**src/rrmc_pkg.sv**
```systemverilog
// Package for the RR interval Markov classifier.
// Holds field widths, class codes, the compare scale factors and the
// control/response structs used between the top level and the table.
`default_nettype none

package rrmc_pkg;

    // Field widths
    localparam int PEAK_W  = 32;
    localparam int IVL_W   = 16;
    localparam int AVG_W   = 16;
    localparam int CNT_W   = 16;
    localparam int CLS_W   = 2;

    // Ratio compare: 20*ivl against 23*avg (long) and 17*avg (short)
    localparam int IVL_SCALE   = 20;
    localparam int LONG_SCALE  = 23;
    localparam int SHORT_SCALE = 17;
    localparam int CMP_W       = 21;

    // Transition table geometry
    localparam int NUM_CLASSES = 3;
    localparam int TBL_DEPTH   = NUM_CLASSES * NUM_CLASSES;
    localparam int TBL_IDX_W   = $clog2(TBL_DEPTH);

    localparam logic [IVL_W-1:0] IVL_MAX = '1;
    localparam logic [CNT_W-1:0] CNT_MAX = '1;

    typedef enum logic [CLS_W-1:0] {
        CLS_REGULAR = 2'd0,
        CLS_SHORT   = 2'd1,
        CLS_LONG    = 2'd2
    } rr_class_t;

    // Command from the top level to the transition table
    typedef struct packed {
        logic      clear;   // new record: wipe previous class and counts
        logic      step;    // an interval was classed this cycle
        rr_class_t cls;     // class of that interval
    } tbl_ctrl_t;

    // Transition result for the interval being classed
    typedef struct packed {
        rr_class_t        from_cls;
        logic             valid;
        logic [CNT_W-1:0] count;
    } tbl_resp_t;

endpackage

`default_nettype wire

```
**src/rr_interval_markov_classifier_top.sv**
```systemverilog
// Top level of the RR interval Markov classifier: input register, peak
// tracking, output register. Uses rrmc_pkg, rrmc_classify, rrmc_trans_table.
`default_nettype none

// One R-peak time stamp per transaction in, at most one result out. An
// accepted item sits in the input register, where its interval is formed,
// classed and counted by combinational logic; its result lands in the
// output register as the item leaves. A new item is accepted every cycle as
// long as the output register drains, so throughput is then one item per
// clock; out_valid rises once the item has passed the input register and
// the output register. The first peak of a record (after reset or with
// new_record set) yields no result and never waits on the output side.
// The average_interval register is written through cfg_valid/cfg_ready,
// always ready, and should only be written while the block is idle.
module rr_interval_markov_classifier_top (
    input  wire logic                         clk,
    input  wire logic                         rst_n,
    // Configuration
    input  wire logic                         cfg_valid,
    output      logic                         cfg_ready,
    input  wire logic [rrmc_pkg::AVG_W-1:0]   average_interval,
    // Input channel
    input  wire logic                         in_valid,
    output      logic                         in_ready,
    input  wire logic [rrmc_pkg::PEAK_W-1:0]  peak_time,
    input  wire logic                         new_record,
    // Output channel
    output      logic                         out_valid,
    input  wire logic                         out_ready,
    output      logic [rrmc_pkg::IVL_W-1:0]   interval,
    output      logic [rrmc_pkg::CLS_W-1:0]   interval_class,
    output      logic [rrmc_pkg::CLS_W-1:0]   from_class,
    output      logic                         transition_valid,
    output      logic [rrmc_pkg::CNT_W-1:0]   transition_count
);
    import rrmc_pkg::*;

    logic [AVG_W-1:0]  avg_reg;

    logic              s1_valid_reg;
    logic [PEAK_W-1:0] s1_peak_reg;
    logic              s1_new_reg;

    logic [PEAK_W-1:0] last_peak_reg;
    logic              have_peak_reg;

    logic              out_valid_reg;
    logic              out_valid_next;
    logic [IVL_W-1:0]  ivl_reg;
    rr_class_t         cls_reg;
    tbl_resp_t         resp_reg;

    logic [IVL_W-1:0]  ivl;
    rr_class_t         cls;
    tbl_ctrl_t         tbl_ctrl;
    tbl_resp_t         tbl_resp;

    logic              produces;
    logic              s1_fire;
    logic              produce_fire;
    logic              in_fire;

    // Configuration register
    assign cfg_ready = 1'b1;

    always_ff @(posedge clk or negedge rst_n)
    begin
        if (!rst_n)
            avg_reg <= '0;
        else if (cfg_valid && cfg_ready)
            avg_reg <= average_interval;
    end

    // Stage handshake: an item without a result never waits on the output
    assign produces     = have_peak_reg && !s1_new_reg;
    assign s1_fire      = s1_valid_reg && (!produces || !out_valid_reg || out_ready);
    assign produce_fire = s1_fire && produces;
    assign in_ready     = !s1_valid_reg || s1_fire;
    assign in_fire      = in_valid && in_ready;

    // Input register
    always_ff @(posedge clk or negedge rst_n)
    begin
        if (!rst_n)
            s1_valid_reg <= 1'b0;
        else if (in_ready)
            s1_valid_reg <= in_valid;
    end

    always_ff @(posedge clk)
    begin
        if (in_fire)
        begin
            s1_peak_reg <= peak_time;
            s1_new_reg  <= new_record;
        end
    end

    // Interval and class
    rrmc_classify u_classify (
        .peak_time (s1_peak_reg),
        .last_peak (last_peak_reg),
        .avg       (avg_reg),
        .ivl       (ivl),
        .cls       (cls)
    );

    // Transition counting
    always_comb
    begin
        tbl_ctrl.clear = s1_fire && s1_new_reg;
        tbl_ctrl.step  = produce_fire;
        tbl_ctrl.cls   = cls;
    end

    rrmc_trans_table u_table (
        .clk   (clk),
        .rst_n (rst_n),
        .ctrl  (tbl_ctrl),
        .resp  (tbl_resp)
    );

    // Peak tracking; a new record restarts with this peak
    always_ff @(posedge clk or negedge rst_n)
    begin
        if (!rst_n)
        begin
            last_peak_reg <= '0;
            have_peak_reg <= 1'b0;
        end
        else if (s1_fire)
        begin
            last_peak_reg <= s1_peak_reg;
            have_peak_reg <= 1'b1;
        end
    end

    // Output register
    always_comb
    begin
        if (produce_fire)
            out_valid_next = 1'b1;
        else if (out_ready)
            out_valid_next = 1'b0;
        else
            out_valid_next = out_valid_reg;
    end

    always_ff @(posedge clk or negedge rst_n)
    begin
        if (!rst_n)
            out_valid_reg <= 1'b0;
        else
            out_valid_reg <= out_valid_next;
    end

    always_ff @(posedge clk)
    begin
        if (produce_fire)
        begin
            ivl_reg  <= ivl;
            cls_reg  <= cls;
            resp_reg <= tbl_resp;
        end
    end

    assign out_valid        = out_valid_reg;
    assign interval         = ivl_reg;
    assign interval_class   = cls_reg;
    assign from_class       = resp_reg.from_cls;
    assign transition_valid = resp_reg.valid;
    assign transition_count = resp_reg.count;

    // Checks
    a_no_trans_fields: assert property (@(posedge clk) disable iff (!rst_n)
        out_valid && !transition_valid |->
            from_class == CLS_REGULAR && transition_count == '0)
        else $error("transition fields set without a counted transition");

    a_count_nonzero: assert property (@(posedge clk) disable iff (!rst_n)
        out_valid && transition_valid |-> transition_count != '0)
        else $error("counted transition reports zero count");

    a_record_restart: assert property (@(posedge clk) disable iff (!rst_n)
        s1_fire && s1_new_reg |=> have_peak_reg && last_peak_reg == $past(s1_peak_reg))
        else $error("new record did not store its first peak");

    a_result_loaded: assert property (@(posedge clk) disable iff (!rst_n)
        produce_fire |=> out_valid)
        else $error("result lost at output register");

endmodule

`default_nettype wire

```
**src/rrmc_classify.sv**
```systemverilog
// Interval forming and three-way classification against the average.
// Pure combinational; depends on rrmc_pkg.
`default_nettype none

module rrmc_classify (
    input  wire logic [rrmc_pkg::PEAK_W-1:0] peak_time,
    input  wire logic [rrmc_pkg::PEAK_W-1:0] last_peak,
    input  wire logic [rrmc_pkg::AVG_W-1:0]  avg,
    output      logic [rrmc_pkg::IVL_W-1:0]  ivl,
    output      rrmc_pkg::rr_class_t         cls
);
    import rrmc_pkg::*;

    logic [PEAK_W-1:0] diff;
    logic [CMP_W-1:0]  ivl_scaled;
    logic [CMP_W-1:0]  long_lim;
    logic [CMP_W-1:0]  short_lim;

    // Wrapping difference, saturated to the interval width
    assign diff = peak_time - last_peak;
    assign ivl  = (|diff[PEAK_W-1:IVL_W]) ? IVL_MAX : diff[IVL_W-1:0];

    // Constant-factor scaling; all products fit in CMP_W bits
    assign ivl_scaled = CMP_W'(ivl) * CMP_W'(IVL_SCALE);
    assign long_lim   = CMP_W'(avg) * CMP_W'(LONG_SCALE);
    assign short_lim  = CMP_W'(avg) * CMP_W'(SHORT_SCALE);

    // Long takes priority (zero average gives long)
    always_comb
    begin
        if (ivl_scaled >= long_lim)
            cls = CLS_LONG;
        else if (ivl_scaled <= short_lim)
            cls = CLS_SHORT;
        else
            cls = CLS_REGULAR;
    end

endmodule

`default_nettype wire

```
**src/rrmc_trans_table.sv**
```systemverilog
// 3x3 saturating transition count table with previous-class tracking.
// Nine registered counters; depends on rrmc_pkg.
`default_nettype none

module rrmc_trans_table (
    input  wire logic                clk,
    input  wire logic                rst_n,
    input  wire rrmc_pkg::tbl_ctrl_t ctrl,
    output      rrmc_pkg::tbl_resp_t resp
);
    import rrmc_pkg::*;

    logic [CNT_W-1:0]     count_reg [TBL_DEPTH];
    rr_class_t            last_class_reg;
    logic                 have_class_reg;

    logic [TBL_IDX_W-1:0] idx;
    logic [CNT_W-1:0]     cur;
    logic [CNT_W-1:0]     count_next;
    logic                 counting;

    // Row is the previous class, column the current one
    assign idx = TBL_IDX_W'(last_class_reg) * TBL_IDX_W'(NUM_CLASSES) + TBL_IDX_W'(ctrl.cls);
    assign cur = count_reg[idx];
    assign count_next = (cur == CNT_MAX) ? cur : cur + CNT_W'(1);
    assign counting = have_class_reg && !ctrl.clear;

    always_comb
    begin
        resp.valid    = counting;
        resp.from_cls = counting ? last_class_reg : CLS_REGULAR;
        resp.count    = counting ? count_next : '0;
    end

    // Counter array
    always_ff @(posedge clk or negedge rst_n)
    begin
        if (!rst_n)
        begin
            for (int i = 0; i < TBL_DEPTH; i++)
                count_reg[i] <= '0;
        end
        else if (ctrl.clear)
        begin
            for (int i = 0; i < TBL_DEPTH; i++)
                count_reg[i] <= '0;
        end
        else if (ctrl.step && have_class_reg)
        begin
            count_reg[idx] <= count_next;
        end
    end

    // Previous class
    always_ff @(posedge clk or negedge rst_n)
    begin
        if (!rst_n)
        begin
            last_class_reg <= CLS_REGULAR;
            have_class_reg <= 1'b0;
        end
        else if (ctrl.clear)
        begin
            last_class_reg <= CLS_REGULAR;
            have_class_reg <= 1'b0;
        end
        else if (ctrl.step)
        begin
            last_class_reg <= ctrl.cls;
            have_class_reg <= 1'b1;
        end
    end

endmodule

`default_nettype wire
```
**config.mk**
```make
export PLATFORM = sky130hd
export DESIGN_NAME = rr_interval_markov_classifier_top
export DESIGN_NICKNAME = d
export VERILOG_FILES = /design/src/rrmc_pkg.sv /design/src/rr_interval_markov_classifier_top.sv /design/src/rrmc_classify.sv /design/src/rrmc_trans_table.sv
export SDC_FILE = /design/constraint.sdc
export NUM_CORES = 1
export LEC_CHECK = 0
export ABC_CLOCK_PERIOD_IN_PS = 13900
export BUFFER_PORTS_ARGS = -buffer_cell sky130_fd_sc_hd__buf_2
export CAP_MARGIN = 0
export CELL_PAD_IN_SITES_DETAIL_PLACEMENT = 1
export CELL_PAD_IN_SITES_GLOBAL_PLACEMENT = 1
export CORE_ASPECT_RATIO = 0.9
export CORE_UTILIZATION = 34
export DETAILED_ROUTE_END_ITERATION = 16
export PLACE_DENSITY_LB_ADDON = 0.1
export SLEW_MARGIN = 20
export SYNTH_ARGS = -nofsm -noshare
export SYNTH_HDL_FRONTEND = slang
export SYNTH_SLANG_ARGS = --single-unit
```
**constraint.sdc**
```tcl
create_clock -name clk -period 13.9 [get_ports clk]
set_input_delay 4.17 -clock clk [delete_from_list [all_inputs] [get_ports clk]]
set_output_delay 4.17 -clock clk [all_outputs]
set_load 0.01 [all_outputs]
```
== Word-level counts from Yosys, hierarchy flattened ==
Index checks and enable logic that the tools add are counted.
Word-level totals
  logic and storage cells: 74
  bits in registers: 268
Cells by class
  add/subtract/negate cells: 3
  multipliers: 4
  eq/ne operators: 1
  reductions and logical operators: 20
  bitwise logic cells: 1
  order comparisons: 4
  mux-type cells: 18
Operators with widths (number)
  two-way mux 144 bit: 2
  bitwise mux 144 bit: 1
  two-way mux 16 bit: 5
  binary-select mux 16 bit (select 4 bit): 1
  demux 16 bit (select 4 bit): 1
  multiplier 16 x 5 -> 21 bit, second input constant: 2
  subtractor 32 bit: 1
  greater-or-equal comparator 21 bit: 1
  less-or-equal comparator 21 bit: 1
  multiplier 16 x 3 -> 19 bit, second input constant: 1
  adder 16 x 1 -> 16 bit, second input constant: 1
  equality test 16 bit, second input constant: 1
  OR reduction 16 bit: 1
  logical AND 1 bit: 8
  two-way mux 2 bit: 3
  nonzero test 2 bit: 3
  greater-or-equal comparator 5 bit, second input constant: 1
  logical NOT 1 bit: 5
  less-than comparator 5 x 1 -> 1 bit, second input constant: 1
  two-way mux 1 bit: 5
  NOT 4 -> 5 bit: 1
  adder 4 x 2 -> 4 bit: 1
  multiplier 2 x 2 -> 4 bit, second input constant: 1
  logical OR 1 bit: 3

== Longest topological paths before layout ==
  word-level depth: 17
  depth in mapped cells: 69

== Hierarchy ==
Synthesis repeated with hierarchy kept, for this count alone.
Second synthesis, totals
  cells, all modules: 1829
  area, all modules: 18381.4 µm²
Modules (own cells, without submodules)
  rrmc_trans_table: cells an instance 805, area each 8089.0 µm², instances 1
  rrmc_classify: cells an instance 836, area each 6234.7 µm², instances 1
  rr_interval_markov_classifier_top: cells an instance 188, area each 4057.6 µm², instances 1

== Worst setup path after synthesis ==
No wires, ideal clock.
  path type: register to register
  from: register s1_peak_reg[2]
  to: register resp_reg, in the netlist transition_count[1], data pin
  buffers on the path: 3
  period minus slack after synthesis: 12780 ps
  required time: 13631 ps
  data arrival time: 12511 ps
  slack: 1120 ps
  stages on the path, launching flop included: 63
  setup time: 269 ps
  cell sequence: edfxtp_1 ha_1 nor2b_1 o21ai_0 a21boi_1 o31ai_1 a31oi_1 o41ai_2 a21oi_1 or3_1 a21oi_1 xnor2_1 a2111oi_0 o2111ai_1 nand4b_1 clkbuf_1 or3b_2 ha_1 [27 not listed] fa_1 clkbuf_1 nor2_1 a22oi_1 nor2_1 a21oi_1 a21boi_0 mux2i_1 mux2i_1 o211a_1 inv_1 ha_1 o21ai_0 nor3_4 nand4_4 nor2_4 mux2i_2 nor2_1
On the way
  word-level cells in the longest chain between the ends: 14
  elaborated cells on any way between the ends: 16
  those cells by class: add/sub: 3; mul: 1; order compare: 2; eq/ne: 1; mux: 7; bitwise: 1; reduce/logical: 1
RTL lines
  start, declared: line rr_interval_markov_classifier_top.sv:41  | logic [PEAK_W-1:0] s1_peak_reg;
  start signal, assigned: line rr_interval_markov_classifier_top.sv:94  | s1_peak_reg <= peak_time;
  subtractor 32 bit *: line rrmc_classify.sv:20  | assign diff = peak_time - last_peak;
  OR reduction 16 bit *: line rrmc_classify.sv:21  | assign ivl = (|diff[PEAK_W-1:IVL_W]) ? IVL_MAX : diff[IVL_W-1:0];
  two-way mux 16 bit *: line rrmc_classify.sv:21
  named net ivl[1]: line rr_interval_markov_classifier_top.sv:53  | logic [IVL_W-1:0] ivl;
  multiplier 16 x 3 -> 19 bit *: line rrmc_classify.sv:24  | assign ivl_scaled = CMP_W'(ivl) * CMP_W'(IVL_SCALE);
  less-or-equal comparator 21 bit: line rrmc_classify.sv:33  | else if (ivl_scaled <= short_lim)
  two-way mux 1 bit: line rrmc_classify.sv:33
  two-way mux 2 bit *: line rrmc_classify.sv:31  | if (ivl_scaled >= long_lim)
  adder 4 x 2 -> 4 bit *: line rrmc_trans_table.sv:23  | assign idx = TBL_IDX_W'(last_class_reg) * TBL_IDX_W'(NUM_CLASSES) + TBL_IDX_W'(ctrl.cls);
  NOT 4 -> 5 bit (not written as such) *: line rrmc_trans_table.sv:24  | assign cur = count_reg[idx];
  binary-select mux 16 bit (select 4 bit) *: line rrmc_trans_table.sv:24
  two-way mux 16 bit (not written as such) * (2 in a row): line rrmc_trans_table.sv:24
  adder 16 x 1 -> 16 bit or equality test 16 bit (tied branches): line rrmc_trans_table.sv:25  | assign count_next = (cur == CNT_MAX) ? cur : cur + CNT_W'(1);
  two-way mux 16 bit *: line rrmc_trans_table.sv:25
  end signal, assigned: line rr_interval_markov_classifier_top.sv:163  | resp_reg <= tbl_resp;
  end, declared: line rr_interval_markov_classifier_top.sv:51  | tbl_resp_t resp_reg;
Mark *: on every way through the listed nets, which the timed path passes. The rest lies on a longest branch. The select of a mux whose other input is x is not followed.
A chain may end at the register's enable or synchronous reset.

== Worst setup path after layout ==
  from: register last_peak_reg[1]
  to: register resp_reg, in the netlist transition_count[13], data pin
On the way
  word-level cells in the longest chain between the ends: 14
  elaborated cells on any way between the ends: 16
  those cells by class: add/sub: 3; mul: 1; order compare: 2; eq/ne: 1; mux: 7; bitwise: 1; reduce/logical: 1
RTL lines
  start, declared: line rr_interval_markov_classifier_top.sv:44  | logic [PEAK_W-1:0] last_peak_reg;
  start signal, assigned: line rr_interval_markov_classifier_top.sv:133  | last_peak_reg <= s1_peak_reg;
  subtractor 32 bit *: line rrmc_classify.sv:20
  OR reduction 16 bit: line rrmc_classify.sv:21
  two-way mux 16 bit *: line rrmc_classify.sv:21
  named net ivl[5]: line rr_interval_markov_classifier_top.sv:53
  multiplier 16 x 3 -> 19 bit *: line rrmc_classify.sv:24
  less-or-equal comparator 21 bit: line rrmc_classify.sv:33
  two-way mux 1 bit: line rrmc_classify.sv:33
  two-way mux 2 bit *: line rrmc_classify.sv:31
  adder 4 x 2 -> 4 bit *: line rrmc_trans_table.sv:23
  NOT 4 -> 5 bit (not written as such) *: line rrmc_trans_table.sv:24
  binary-select mux 16 bit (select 4 bit) *: line rrmc_trans_table.sv:24
  two-way mux 16 bit (not written as such) * (2 in a row): line rrmc_trans_table.sv:24
  adder 16 x 1 -> 16 bit or equality test 16 bit (tied branches): line rrmc_trans_table.sv:25
  two-way mux 16 bit *: line rrmc_trans_table.sv:25
Marks and branches as above.

==> flow_metrics.tcl <==
set metrics [dict create \
    status "completed" \
    routed-via-count 14724 \
    final_cell_mix "198 x dfrtp_1, 196 x o21ai_0, 175 x nand3_1" \
    dieHeight_microns 221 \
    critical_path.startpoint "last_peak_reg[1]" \
    track_usage_pct 21.9 \
    cp_slowest_stage_delay_ns 0.87 \
    cts.reportedPaths.clkPinSlew_ns 0.07 \
    final-max-slew-violation-count 0 \
    path_common_cell "ha_1" \
    relSlewSlack_pct 26.3 \
    async_flop_share_pct 73.9 \
    ir_drop_v 0.0000967 \
    synth_cell_types 102 \
    grt_max_degree 87 \
    whs_path_depth 2 \
    hold_violations 0 \
    rr_endpoint "transition_count[13]" \
    tightest_slew_ns 1.10 \
    crit_type "flip-flop to flip-flop" \
    pin_count 94 \
    gr-total-overflow 0 \
    synth_nets 2147 \
    layout_setup_ws_ns 0.839 \
    dieWidth_microns 245 \
    fillers 5914 \
    cts_htree_levels 2 \
    ys_seq_elements 268 \
    final_area_sq_um 20900 \
    routed_wl_mm 58.8 \
    grt_pass1_wl_mm 90.4 \
    largest_reg_flops 144 \
    hold_ws_ns 0.498 \
    place_area_sq_um 19400 \
    clk_latency_ns 0.56 \
    crit_required_ns 14.30 \
    start_util_pct 34.7 \
    leakagePower_nw 9.27 \
    yosys_warnings 0 \
    die-area_sq_um 54000 \
    crit_cells 53 \
    ant_nets 0 \
    cp.arrival_ns 13.46 \
    cp_max_fo 14 \
    crit_family "compound AO/OA/AOI/OAI gates" \
    drive_gt1_share_pct 16.1 \
    syn_avg_cell_area_sq_um 9.51 \
    holdPathEnd "u_table.count_reg[25]" \
    cts_tree "yes" \
    place_ws_ns 0.118 \
    nets 2247 \
    worst_clock_skew_ns 0.0215 \
    gp_congestion 0.915 \
    synth_edf_count 70 \
    timing.rr.start "last_peak_reg[1]" \
    cts_made_buffers 35 \
    r2r_slack_ns 0.84 \
    final_common_cell "dfrtp_1" \
    total_power_mw 3.21 \
    reg2reg_depth 53 \
    first_pass_iters 5 \
    antenna_cells 0 \
    fin_crit_ns 13.06 \
    critPathLaunchType "flip-flop" \
    ys.flop_type "dfrtp_1" \
    dpl.hpwl_mm 41.8 \
    power.density_nw_per_um2 154 \
    max_freq_mhz 76.6 \
    setup_violations 0 \
    route.detailed.drc 0 \
    viasPerCell 5.43 \
    clockBufferDepth 3 \
    hp-class "flip-flop to flip-flop" \
    clkSinkCount 268 \
    maxCapViolCount 0 \
    syn_area_sq_um 18100 \
    layout.cells.non_filler 2711 \
    synthCells 1898 \
    drt_iter0_markers 1002 \
    wl_per_cell_microns 21.7 \
    core-area_sq_um 52100 \
    critPathCaptureType "flip-flop" \
    syn2layout_area_growth_pct 15.6 \
    path_buf_inv 4 \
    port_buffers 92 \
    hold_start "u_table.count_reg[25]" \
    dpl.cell_count 2634 \
    antenna_found_initial 2 \
    cts_root_buffer "clkbuf_16" \
    grt_pass1_vias 15102 \
    cp_slowest_cell "a2111oi_1" \
    final.period_utilization_pct 94.0 \
    yosysSeqAreaShare_pct 39.1 \
    rows 79 \
]
## how the worst max path moves through the flow
stage,endpoint
after CTS,u_table.count_reg[84]
after detailed placement,u_table.count_reg[84]
after global placement,transition_count[3]
after floorplan,transition_count[1]
final,transition_count[13]
after global routing,transition_count[1]
## Yosys cell counts, types with 34 or more instances
library cell  instances  area share, %
a21oi_1              66            1.8
nand3_1             175            4.9
clkbuf_1             75            1.6
nand2_1             115            2.4
o21ai_0             202            5.6
inv_1               153            3.2
dfrtp_1             198             27
edfxtp_1             70             12
ha_1                164             11
nor3_1               40            1.1
mux2_2               43            2.7
nor2_1               93            1.9
o21ai_1              34           0.94
## layer usage
metal / vias to the layer above / wire, microns / GRT usage, %
met4: 2 / 920 / 5.06
met3: 55 / 2940 / 3.69
met2: 286 / 24700 / 32.5
met5: - / 8 / 0
li1: 7025 / - / -
met1: 7356 / 30200 / 32.8
## what timing repair did
item,in CTS,in global routing
setup buffers,0,14
gates resized for setup,0,47
hold endpoints to repair,0,0
hold buffers,0,0
setup endpoints to repair,0,160
## power breakdown
part / switching, mW / leakage, nW / total (mW) / internal, mW
logic: 0.851 / 5.44 / 1.37 / 0.520
registers: 0.0451 / 3.27 / 0.912 / 0.867
clock network: 0.381 / 0.562 / 0.924 / 0.542
total: 1.28 / 9.27 / 3.21 / 1.93
## metrics by stage
| step | setup TNS, ns | util, % |
|---|---|---|
| 2_1_floorplan | 0 | - |
| 3_3_place_gp | 0 | 37.2 |
| 3_5_place_dp | 0 | 37.2 |
| 4_1_cts | 0 | 39.4 |
| 5_1_grt | -0.342 | 40.1 |
| 6_report | 0 | 40.1 |
## logic make-up (layout without fill, tap and decap cells)
group                    count (synthesis)  in the layout  synth area share, %
AND/OR/NAND/NOR                        553            553                 15.6
AO/OA/AOI/OAI                          507            507                 17.7
flip-flops                             268            268                 39.1
buffers and inverters                  246            370                 5.41
adder cells (fa/ha/maj)                195            195                 14.8
multiplexers                            75             75                 4.68
XOR/XNOR                                53             54                 2.74
other                                    1              1               0.0208
## cell type report
class                      count  area [sq um]  area share [%]
timing repair buffer         153           983            4.71
multi-input combinational   1385         10200            49.1
sequential                   268          7060            33.8
clock buffer                  43           946            4.53
tap                          688           861            4.12
clock inverter                19           194           0.929
inverter                     155           582            2.79
## tightest hold or removal path, cell delays in order (launching register included)
cell	delay, ns
dfrtp_1	0.34
nand3_1	0.06
o21ai_0	0.06
(Power assumes the default switching activity.)
